File: src/rtl/additive_feedback_prng_seed_and_draw_assert.svh
// Assertion macros used by the RTL controller (afpsd_ctrl).
`ifndef ADDITIVE_FEEDBACK_PRNG_SEED_AND_DRAW_ASSERT_SVH
`define ADDITIVE_FEEDBACK_PRNG_SEED_AND_DRAW_ASSERT_SVH

`ifndef ASSERT_OFF
// Same-cycle implication.
`define AFPSD_ASSERT_IMP(lbl, ante, cons) \
  lbl: assert property (@(posedge clk_i) disable iff (!rst_ni) (ante) |-> (cons)) \
    else $error("afpsd: implication check failed");
// Next-cycle implication.
`define AFPSD_ASSERT_NXT(lbl, ante, cons) \
  lbl: assert property (@(posedge clk_i) disable iff (!rst_ni) (ante) |=> (cons)) \
    else $error("afpsd: next-cycle check failed");
`else
`define AFPSD_ASSERT_IMP(lbl, ante, cons)
`define AFPSD_ASSERT_NXT(lbl, ante, cons)
`endif

`endif

File: src/rtl/afpsd_pkg.sv
package afpsd_pkg;

  localparam int SeedW  = 32;
  localparam int DrawW  = 31;
  localparam int DrawN  = 4;
  localparam int InTdataW  = 32;
  localparam int OutTdataW = 128;

  localparam int MulW  = 15;
  localparam int ProdW = MulW + SeedW;
  localparam logic [MulW-1:0]  LehmerMul = 15'd16807;
  localparam logic [SeedW-1:0] LehmerMod = 32'd2147483647;

  typedef struct packed {
    logic load_seed;
    logic mul;
    logic shift_lehmer;
    logic shift_copy;
    logic shift_sum;
    logic load_out;
  } afpsd_cmd_t;

  typedef struct packed {
    logic out_valid;
  } afpsd_status_t;

endpackage

File: src/rtl/afpsd_datapath.sv
module afpsd_datapath #(
  parameter int LONG_LAG  = 31,
  parameter int SHORT_LAG = 3
) (
  input  logic                                 clk_i,
  input  logic                                 rst_ni,
  input  afpsd_pkg::afpsd_cmd_t                cmd_i,
  output afpsd_pkg::afpsd_status_t             status_o,
  input  logic [afpsd_pkg::SeedW-1:0]          seed_i,
  input  logic                                 out_ready_i,
  output logic                                 out_valid_o,
  output logic [afpsd_pkg::DrawN*afpsd_pkg::DrawW-1:0] draws_o
);
  import afpsd_pkg::*;

  localparam int Depth = (LONG_LAG > SHORT_LAG) ? LONG_LAG : SHORT_LAG;

  logic [SeedW-1:0] hist_q [Depth];
  logic [SeedW-1:0] hist_d [Depth];
  logic [ProdW-1:0] prod_q;
  logic [SeedW-1:0] fold;
  logic [SeedW-1:0] lehmer_val;
  logic [SeedW-1:0] new_val;
  logic             shift_en;
  logic             out_valid_q;
  logic [DrawN*DrawW-1:0] draws_q;

  always_comb begin
    fold = SeedW'(prod_q[ProdW-1:DrawW]) + SeedW'(prod_q[DrawW-1:0]);
    lehmer_val = (fold >= LehmerMod) ? (fold - LehmerMod) : fold;
  end

  always_comb begin
    priority if (cmd_i.load_seed) begin
      new_val = seed_i;
    end else if (cmd_i.shift_lehmer) begin
      new_val = lehmer_val;
    end else if (cmd_i.shift_copy) begin
      new_val = hist_q[LONG_LAG-1];
    end else begin
      new_val = hist_q[LONG_LAG-1] + hist_q[SHORT_LAG-1];
    end
    shift_en = cmd_i.load_seed | cmd_i.shift_lehmer | cmd_i.shift_copy | cmd_i.shift_sum;
    hist_d[0] = new_val;
    for (int j = 1; j < Depth; j++) begin
      hist_d[j] = hist_q[j-1];
    end
  end

  always_ff @(posedge clk_i) begin
    if (shift_en) begin
      hist_q <= hist_d;
    end
    if (cmd_i.mul) begin
      prod_q <= ProdW'(LehmerMul) * ProdW'(hist_q[0]);
    end
    if (cmd_i.load_out) begin
      for (int k = 0; k < DrawN; k++) begin
        draws_q[k*DrawW +: DrawW] <= hist_q[DrawN-1-k][SeedW-1:1];
      end
    end
  end

  always_ff @(posedge clk_i or negedge rst_ni) begin
    if (!rst_ni) begin
      out_valid_q <= 1'b0;
    end else if (cmd_i.load_out) begin
      out_valid_q <= 1'b1;
    end else if (out_ready_i) begin
      out_valid_q <= 1'b0;
    end
  end

  assign status_o.out_valid = out_valid_q;
  assign out_valid_o = out_valid_q;
  assign draws_o = draws_q;

endmodule

File: src/rtl/afpsd_ctrl.sv
`include "additive_feedback_prng_seed_and_draw_assert.svh"

module afpsd_ctrl #(
  parameter int WARMUP_STEPS = 344,
  parameter int LONG_LAG     = 31,
  parameter int SHORT_LAG    = 3
) (
  input  logic                     clk_i,
  input  logic                     rst_ni,
  input  logic                     in_valid_i,
  output logic                     in_ready_o,
  input  afpsd_pkg::afpsd_status_t status_i,
  output afpsd_pkg::afpsd_cmd_t    cmd_o
);
  import afpsd_pkg::*;

  localparam int LastIdx = WARMUP_STEPS + DrawN - 1;
  localparam int CntW    = $clog2(LastIdx + 1);
  localparam int CmpW    = (CntW > 7) ? CntW : 7;

  typedef enum logic [2:0] {
    ST_IDLE,
    ST_MUL,
    ST_RED,
    ST_REC,
    ST_DONE
  } state_e;

  state_e          state_q;
  logic [CntW-1:0] cnt_q;
  logic [CmpW-1:0] cnt_ext;
  logic            at_last;
  logic            next_lehmer;

  assign cnt_ext     = CmpW'(cnt_q);
  assign at_last     = (cnt_q == CntW'(LastIdx));
  assign next_lehmer = (cnt_ext < CmpW'(LONG_LAG - 1));
  assign in_ready_o  = (state_q == ST_IDLE);

  always_comb begin
    cmd_o = '0;
    unique case (state_q)
      ST_IDLE: cmd_o.load_seed = in_valid_i;
      ST_MUL:  cmd_o.mul = 1'b1;
      ST_RED:  cmd_o.shift_lehmer = 1'b1;
      ST_REC: begin
        if (cnt_ext < CmpW'(LONG_LAG + SHORT_LAG)) begin
          cmd_o.shift_copy = 1'b1;
        end else begin
          cmd_o.shift_sum = 1'b1;
        end
      end
      ST_DONE: cmd_o.load_out = !status_i.out_valid;
      default: cmd_o = '0;
    endcase
  end

  always_ff @(posedge clk_i or negedge rst_ni) begin
    if (!rst_ni) begin
      state_q <= ST_IDLE;
      cnt_q   <= '0;
    end else begin
      unique case (state_q)
        ST_IDLE: begin
          if (in_valid_i) begin
            cnt_q   <= CntW'(1);
            state_q <= ST_MUL;
          end
        end
        ST_MUL: state_q <= ST_RED;
        ST_RED, ST_REC: begin
          if (at_last) begin
            state_q <= ST_DONE;
          end else begin
            cnt_q   <= cnt_q + CntW'(1);
            state_q <= next_lehmer ? ST_MUL : ST_REC;
          end
        end
        ST_DONE: begin
          if (!status_i.out_valid) begin
            state_q <= ST_IDLE;
          end
        end
        default: state_q <= ST_IDLE;
      endcase
    end
  end

  `AFPSD_ASSERT_NXT(a_start, state_q == ST_IDLE && in_valid_i, state_q == ST_MUL && cnt_q == CntW'(1))
  `AFPSD_ASSERT_IMP(a_red_after_mul, state_q == ST_RED, $past(state_q) == ST_MUL)
  `AFPSD_ASSERT_IMP(a_load_free, cmd_o.load_out, !status_i.out_valid)
  `AFPSD_ASSERT_IMP(a_cnt_range, 1'b1, cnt_q <= CntW'(LastIdx))

endmodule

File: src/rtl/additive_feedback_prng_seed_and_draw.sv
// Additive lagged-feedback generator, seed in, first four draws out.
// Input stream (s_axis): one 32-bit seed per transfer, taken only while the
// block is idle. Output stream (m_axis): one transfer per seed carrying four
// 31-bit draws.
// Per seed the controller walks the history one entry at a time: the seed,
// LONG_LAG-1 Lehmer entries (registered 15x32 multiply, then
// fold-and-subtract modulo 2^31-1), then copy or lagged sum entries up to
// index WARMUP_STEPS+3, then the output load. tvalid rises on the edge
// after the output load, and s_axis_tready comes back in the same cycle.
// The result sits in an output register, so the next seed is worked on while
// the result waits. If the receiver still holds off when the next result is
// done, the block waits with that result until the register frees.
// Reset clears the controller and the output valid flag; no history is kept
// between seeds.
module additive_feedback_prng_seed_and_draw #(
  parameter int WARMUP_STEPS = 344,
  parameter int LONG_LAG     = 31,
  parameter int SHORT_LAG    = 3
) (
  input  logic                                clk_i,
  input  logic                                rst_ni,
  input  logic                                s_axis_tvalid_i,
  output logic                                s_axis_tready_o,
  input  logic [afpsd_pkg::InTdataW-1:0]      s_axis_tdata_i,  // [31:0] seed_value
  output logic                                m_axis_tvalid_o,
  input  logic                                m_axis_tready_i,
  // [30:0] draw_zero, [61:31] draw_one, [92:62] draw_two, [123:93] draw_three
  output logic [afpsd_pkg::OutTdataW-1:0]     m_axis_tdata_o
);
  import afpsd_pkg::*;

  afpsd_cmd_t             cmd;
  afpsd_status_t          status;
  logic [DrawN*DrawW-1:0] draws;

  afpsd_ctrl #(
    .WARMUP_STEPS(WARMUP_STEPS),
    .LONG_LAG    (LONG_LAG),
    .SHORT_LAG   (SHORT_LAG)
  ) u_ctrl (
    .clk_i     (clk_i),
    .rst_ni    (rst_ni),
    .in_valid_i(s_axis_tvalid_i),
    .in_ready_o(s_axis_tready_o),
    .status_i  (status),
    .cmd_o     (cmd)
  );

  afpsd_datapath #(
    .LONG_LAG (LONG_LAG),
    .SHORT_LAG(SHORT_LAG)
  ) u_datapath (
    .clk_i      (clk_i),
    .rst_ni     (rst_ni),
    .cmd_i      (cmd),
    .status_o   (status),
    .seed_i     (s_axis_tdata_i[SeedW-1:0]),
    .out_ready_i(m_axis_tready_i),
    .out_valid_o(m_axis_tvalid_o),
    .draws_o    (draws)
  );

  assign m_axis_tdata_o = OutTdataW'(draws);

endmodule

File: config.mk
export PLATFORM = sky130hd
export DESIGN_NAME = additive_feedback_prng_seed_and_draw
export DESIGN_NICKNAME = d
export VERILOG_FILES = /design/src/rtl/afpsd_pkg.sv /design/src/rtl/afpsd_datapath.sv /design/src/rtl/afpsd_ctrl.sv /design/src/rtl/additive_feedback_prng_seed_and_draw.sv
export VERILOG_INCLUDE_DIRS = /design/src /design/src/rtl
export SDC_FILE = /design/constraint.sdc
export NUM_CORES = 1
export LEC_CHECK = 0
export BUFFER_PORTS_ARGS = -buffer_cell sky130_fd_sc_hd__buf_2
export CORE_MARGIN = 4
export CORE_UTILIZATION = 50
export DETAILED_ROUTE_END_ITERATION = 8
export HOLD_SLACK_MARGIN = 0.02
export PLACE_DENSITY = 0.66
export SLEW_MARGIN = 20
export SYNTH_ARGS = -nofsm -noshare
export SYNTH_HDL_FRONTEND = slang
export SYNTH_SLANG_ARGS = --single-unit
File: constraint.sdc
create_clock -name clk_i -period 38.5 [get_ports clk_i]
set_clock_uncertainty 0.2 [all_clocks]
set_input_delay 7.7 -clock clk_i [delete_from_list [all_inputs] [get_ports clk_i]]
set_output_delay 7.7 -clock clk_i [all_outputs]
set_load 0.02 [all_outputs]
---- After elaboration in Yosys (flattened, before gate mapping) ----
Index checks and enable logic that the tools add are counted.
storage, ports and cells
  register bits after elaboration ......... 1,176
  word-level logic and storage cells ...... 83
  bits of input ports ..................... 36
  output and inout bits ................... 130
operators by class
  order comparisons ....................... 3
  bitwise gates (word level) .............. 3
  equality and inequality tests ........... 8
  $add $sub $neg .......................... 4
  $mul .................................... 1
  reductions and logical operators ........ 7
  muxes and demuxes ....................... 21
operators with widths
  operator                                                                      number
  32-bit two-way mux                                                            4
  15-bit by 32-bit multiplier with 47-bit output, first input constant          1
  16-bit by 31-bit adder with 32-bit output                                     1
  32-bit adder                                                                  1
  32-bit by 31-bit >= comparator with 1-bit output, second input constant       1
  32-bit by 31-bit subtractor with 32-bit output, second input constant         1
  9-bit two-way mux                                                             2
  9-bit one-hot mux with 2 select lines                                         1
  3-bit one-hot mux with 4 select lines                                         1
  9-bit by 1-bit adder with 9-bit output, second input constant                 1
  9-bit == test, second input constant                                          1
  9-bit by 5-bit less-than comparator with 1-bit output, second input constant  1
  9-bit by 6-bit less-than comparator with 1-bit output, second input constant  1
  3-bit two-way mux                                                             3
  1-bit two-way mux                                                             8
  3-bit by 2-bit == test with 1-bit output, second input constant               2
  2-bit inequality test, second input constant                                  3
  2-bit two-way mux                                                             2
  2-bit nonzero test                                                            2
  3-bit by 1-bit == test with 1-bit output, second input constant               1
  3-bit == test, second input constant                                          1
  3-bit logical NOT                                                             1
  1-bit bitwise OR                                                              3
  3-bit AND reduction                                                           1
  other kinds (3)                                                               3

---- Logic depth before layout (Yosys ltp) ----
  depth in word-level cells ............... 6
  gate-level depth with buffers ........... 24
  depth with buffers taken out ............ 24

---- Modules after synthesis ----
From an unflattened synthesis, not the netlist that was laid out.
second synthesis, totals
  cells, all modules ...................... 2,769
  area, all modules ....................... 47,865.9 um^2
modules (own cells, without submodules)
  module                                cells each  area an instance (um^2)  seq. area each (um^2)  instances
  afpsd_datapath                        2,693       47,123.9                 34,948.5               1
  afpsd_ctrl                            71          708.2                    300.3                  1
  additive_feedback_prng_seed_and_draw  5           33.8                     0.0                    1

---- Worst setup path before layout ----
OpenSTA, ideal clock, no wires.
  kind .................................... input to register
  start ................................... input s_axis_tvalid_i
  end ..................................... register u_datapath.hist_q, in the netlist u_datapath.hist_d[0] (enable)
  setup time .............................. 6,824 ps
  data required time ...................... 31,476 ps
  arrival ................................. 24,151 ps
  stages on the path ...................... 3
  buffers on the path ..................... 1
  setup slack ............................. 7,325 ps
  cell sequence ........................... nand2_1 clkbuf_1 nand2_1
on the way
  word-level cells in the longest chain between the ends .. 4
ends and longest elaborated chain
  item                            line                                        source
  start: declaration              additive_feedback_prng_seed_and_draw.sv:22  input logic s_axis_tvalid_i,
  1-bit two-way mux               afpsd_ctrl.sv:42                            unique case (state_q)
  1-bit bitwise OR (3 in series)  afpsd_datapath.sv:43                        shift_en = cmd_i.load_seed | cmd_i.shift_lehmer | cmd_i.shift_copy | cmd_i.shift_sum;
  named net u_datapath.shift_en   afpsd_datapath.sv:24                        logic shift_en;
  end signal: assignment          afpsd_datapath.sv:52                        hist_q <= hist_d;
  end: declaration                afpsd_datapath.sv:18                        logic [SeedW-1:0] hist_q [Depth];
The timed path passes the listed nets, and every way through them passes these cells.
A chain may end at the register's enable or synchronous reset.

---- Worst setup path in the final report ----
  start ................................... input s_axis_tvalid_i
  end ..................................... register u_datapath.hist_q, in the netlist u_datapath.hist_d[576] (enable)
The elaborated chain is that of the path after synthesis.

==> metrics <==
outcome=finished clean; Synth Area in Adders=12.1%; Area contributors post-synth=edfxtp_1 73%, ha_1 6.3%, fa_1 5.8%; Seq/Total Area, Yosys=73.3%; total grt overflow=0; RSZ-0062 raised after global routing=false; async set-reset flop share out of synthesis=1.11%; drt pass-1 iters=5; worst flop-to-flop path endpoint=u_datapath.prod_q[44]$_DFFE_PP_; Post-Syn Area per Cell=17.1 µm²; count of hold-fix buffers inserted at cts=0; max_cap viols=0; Finished Core Util=56.9%; GPL Wtd Cong=0.891; hold path depth=0; Worst Hold Path EP=u_datapath.hist_d[27]$_DFFE_PP_; fin crit period=11.21 ns; Netlist cell types=92; final hold violations=0; Post-Synthesis Cell Area=48100 µm²; Clk pin slew, worst setup/hold paths=0.06 ns; largest family of logic cells by synthesized area=adder cells; initial antenna violation count=5; residual DRC count=0; Hold Path Class=reg -> reg; die height=318 µm; DP HPWL=63500 µm; clk sink count=1176; # resized after CTS=0; Initial Utilization=50.5%; Vias=24000; Synth Instances=2806; num rows=113; R2R cell count=24; Fmax=89.2 MHz; worst hold path startpoint=u_datapath.hist_d[59]$_DFFE_PP_; largest net degree at the start of global routing=234; drt total wl=94400 µm; CTS Root Cell=clkbuf_16; WL/cell=21.3 µm; worst-case clock buffer depth=3; port buffer count=161; met3 Track Usage GR=2.55%; gr usage total=18.6%; placed cells=4216; Layout area overhead=12.6%; most numerous cell in the Yosys netlist=edfxtp_1; ANT nets after route=0; crit path DAT=11.31 ns; synth cell count leaders=1163 x edfxtp_1, 338 x inv_1, 241 x ha_1; leading area contributor after synthesis=edfxtp_1; Final nets=3483; post-synthesis xor/xnor area fraction=1.71%; Die X=318 µm; GR Util met2=28.4%; TNS Setup=0 ns; DIE AREA=101000 µm²; busiest grt layer=met2; slew at the pin closest to its max-slew limit=1.06 ns; R2R setup slack=30.44 ns; Finished Layout Cells=4427; # IOs=166; number of global-route vias before repair=23900; post-synthesis register bit count=1176; CTS Buf Count=111; Vias/cell=5.41; FF-to-FF Start=u_datapath.hist_d[944]$_DFFE_PP_; multiplexer share of the synthesized area=0.148%; Synth Area in Compound Gates=5.81%; Yosys warning total=0; Post-synth EDFFs=1163; Core Area=95200 µm²; post-route cell area=54100 µm²; Final Setup Violations=0; share of layout cells above drive strength 1=12.3%; H-tree depth=3; first-pass GRT wire length=145000 µm; postcts setup bufs=0; Setup crit start kind=input port; Yosys top cell area share=72.6%; max-slew violations=0; dpl cell area=50500 µm²; TritonCTS clock tree=built; later-pin clock latency in the skew report=0.69 ns; 1st-iter DRT viols=2340; max_slew headroom=29.3%; met1 Use GR=28.3%; fin crit share=29.1%; Worst EP required=38.59 ns; top_reg_cell synth=edfxtp_1; crit-path max FO=209; Simple-Gate Fraction of Synth Area=3.90%; critical path capture point type=flop; critical path class=in -> reg
==> layer usage <==
metal,part of all wire (%),vias up
met4,2.3,0
met5,0,-
met2,46,678
met3,5.6,124
li1,-,10900
met1,47,12200
==> area by class of cell <==
class	count	area (µm²)
diodes	2	5.00
repair buffers	183	1040
fillers	7171	41000
multi-input cells	1256	11400
flip-flops and latches	1176	35200
clock buffers	132	2880
inverters	338	1270
clock inverters	75	697
well taps	1265	1580
==> how the worst max path moves through the flow <==
stage / start / to / slack, ns / cells past startpoint
after detailed placement: s_axis_tvalid_i / u_datapath.hist_d[869]$_DFFE_PP_ / 26.33 / 7
final: s_axis_tvalid_i / u_datapath.hist_d[576]$_DFFE_PP_ / 27.29 / 8
after CTS: s_axis_tvalid_i / u_datapath.hist_d[778]$_DFFE_PP_ / 27.09 / 7
after floorplan: s_axis_tvalid_i / u_datapath.hist_d[0]$_DFFE_PP_ / 7.33 / 3
after global routing: s_axis_tvalid_i / u_datapath.hist_d[778]$_DFFE_PP_ / 27.02 / 8
after global placement: s_axis_tvalid_i / u_datapath.hist_d[394]$_DFFE_PP_ / 26.52 / 7
==> logic make-up (layout without fill, tap and decap cells) <==
kind of cell | after synthesis | after routing
compound gates | 401 | 401
mux | 7 | 7
simple gates | 369 | 369
fa+ha+maj | 381 | 381
flops | 1176 | 1176
other cells | 1 | 6
xor+xnor | 94 | 94
buf+inv | 377 | 728
==> metrics by stage <==
step           setup WS [ns]  hold slack [ns]
2_1_floorplan           7.33            0.200
3_3_place_gp           26.52            0.201
3_5_place_dp           26.33            0.205
4_1_cts                27.09            0.192
5_1_grt                27.02            0.204
6_report               27.29            0.202
==> state kept, by name, summed over array words and instances (netlist names) <==
signal                  cells
u_datapath.out_valid_o      1
u_ctrl.cnt_ext              9
u_datapath.prod_q          47
u_datapath.hist_d         960
u_datapath.draws_o        124
u_datapath.hist_q          32
u_ctrl.state_q              3
==> cells in the final DEF (no fill, tap or decap), types with 18 or more instances in the layout <==
cell | netlist | final
edfxtp_1 | 1163 | 1163
inv_1 | 338 | 338
ha_1 | 241 | 241
buf_2 | 7 | 161
fa_1 | 140 | 140
clkbuf_16 | 0 | 112
a21oi_1 | 100 | 100
nor2_1 | 95 | 93
nand2_1 | 85 | 84
o21ai_0 | 79 | 79
xnor2_1 | 55 | 55
a21o_1 | 40 | 40
xor2_1 | 39 | 39
nand3_1 | 32 | 32
nand4_1 | 28 | 28
clkinv_1 | 0 | 25
a211oi_1 | 24 | 24
nor3_1 | 23 | 23
nand2b_1 | 21 | 21
clkbuf_1 | 23 | 20
and3_1 | 18 | 18
clkinv_2 | 0 | 18
==> worst max-delay path, cell delays in order <==
cell	delay [ns]
buf_2	0.09
nand2_1	0.06
buf_4	0.26
nand2_4	0.74
buf_4	0.70
buf_4	0.46
buf_16	0.33
buf_12	0.71
Power is not shown: default switching activity piles up to over one toggle a cycle in this logic, so the estimate is an artifact.
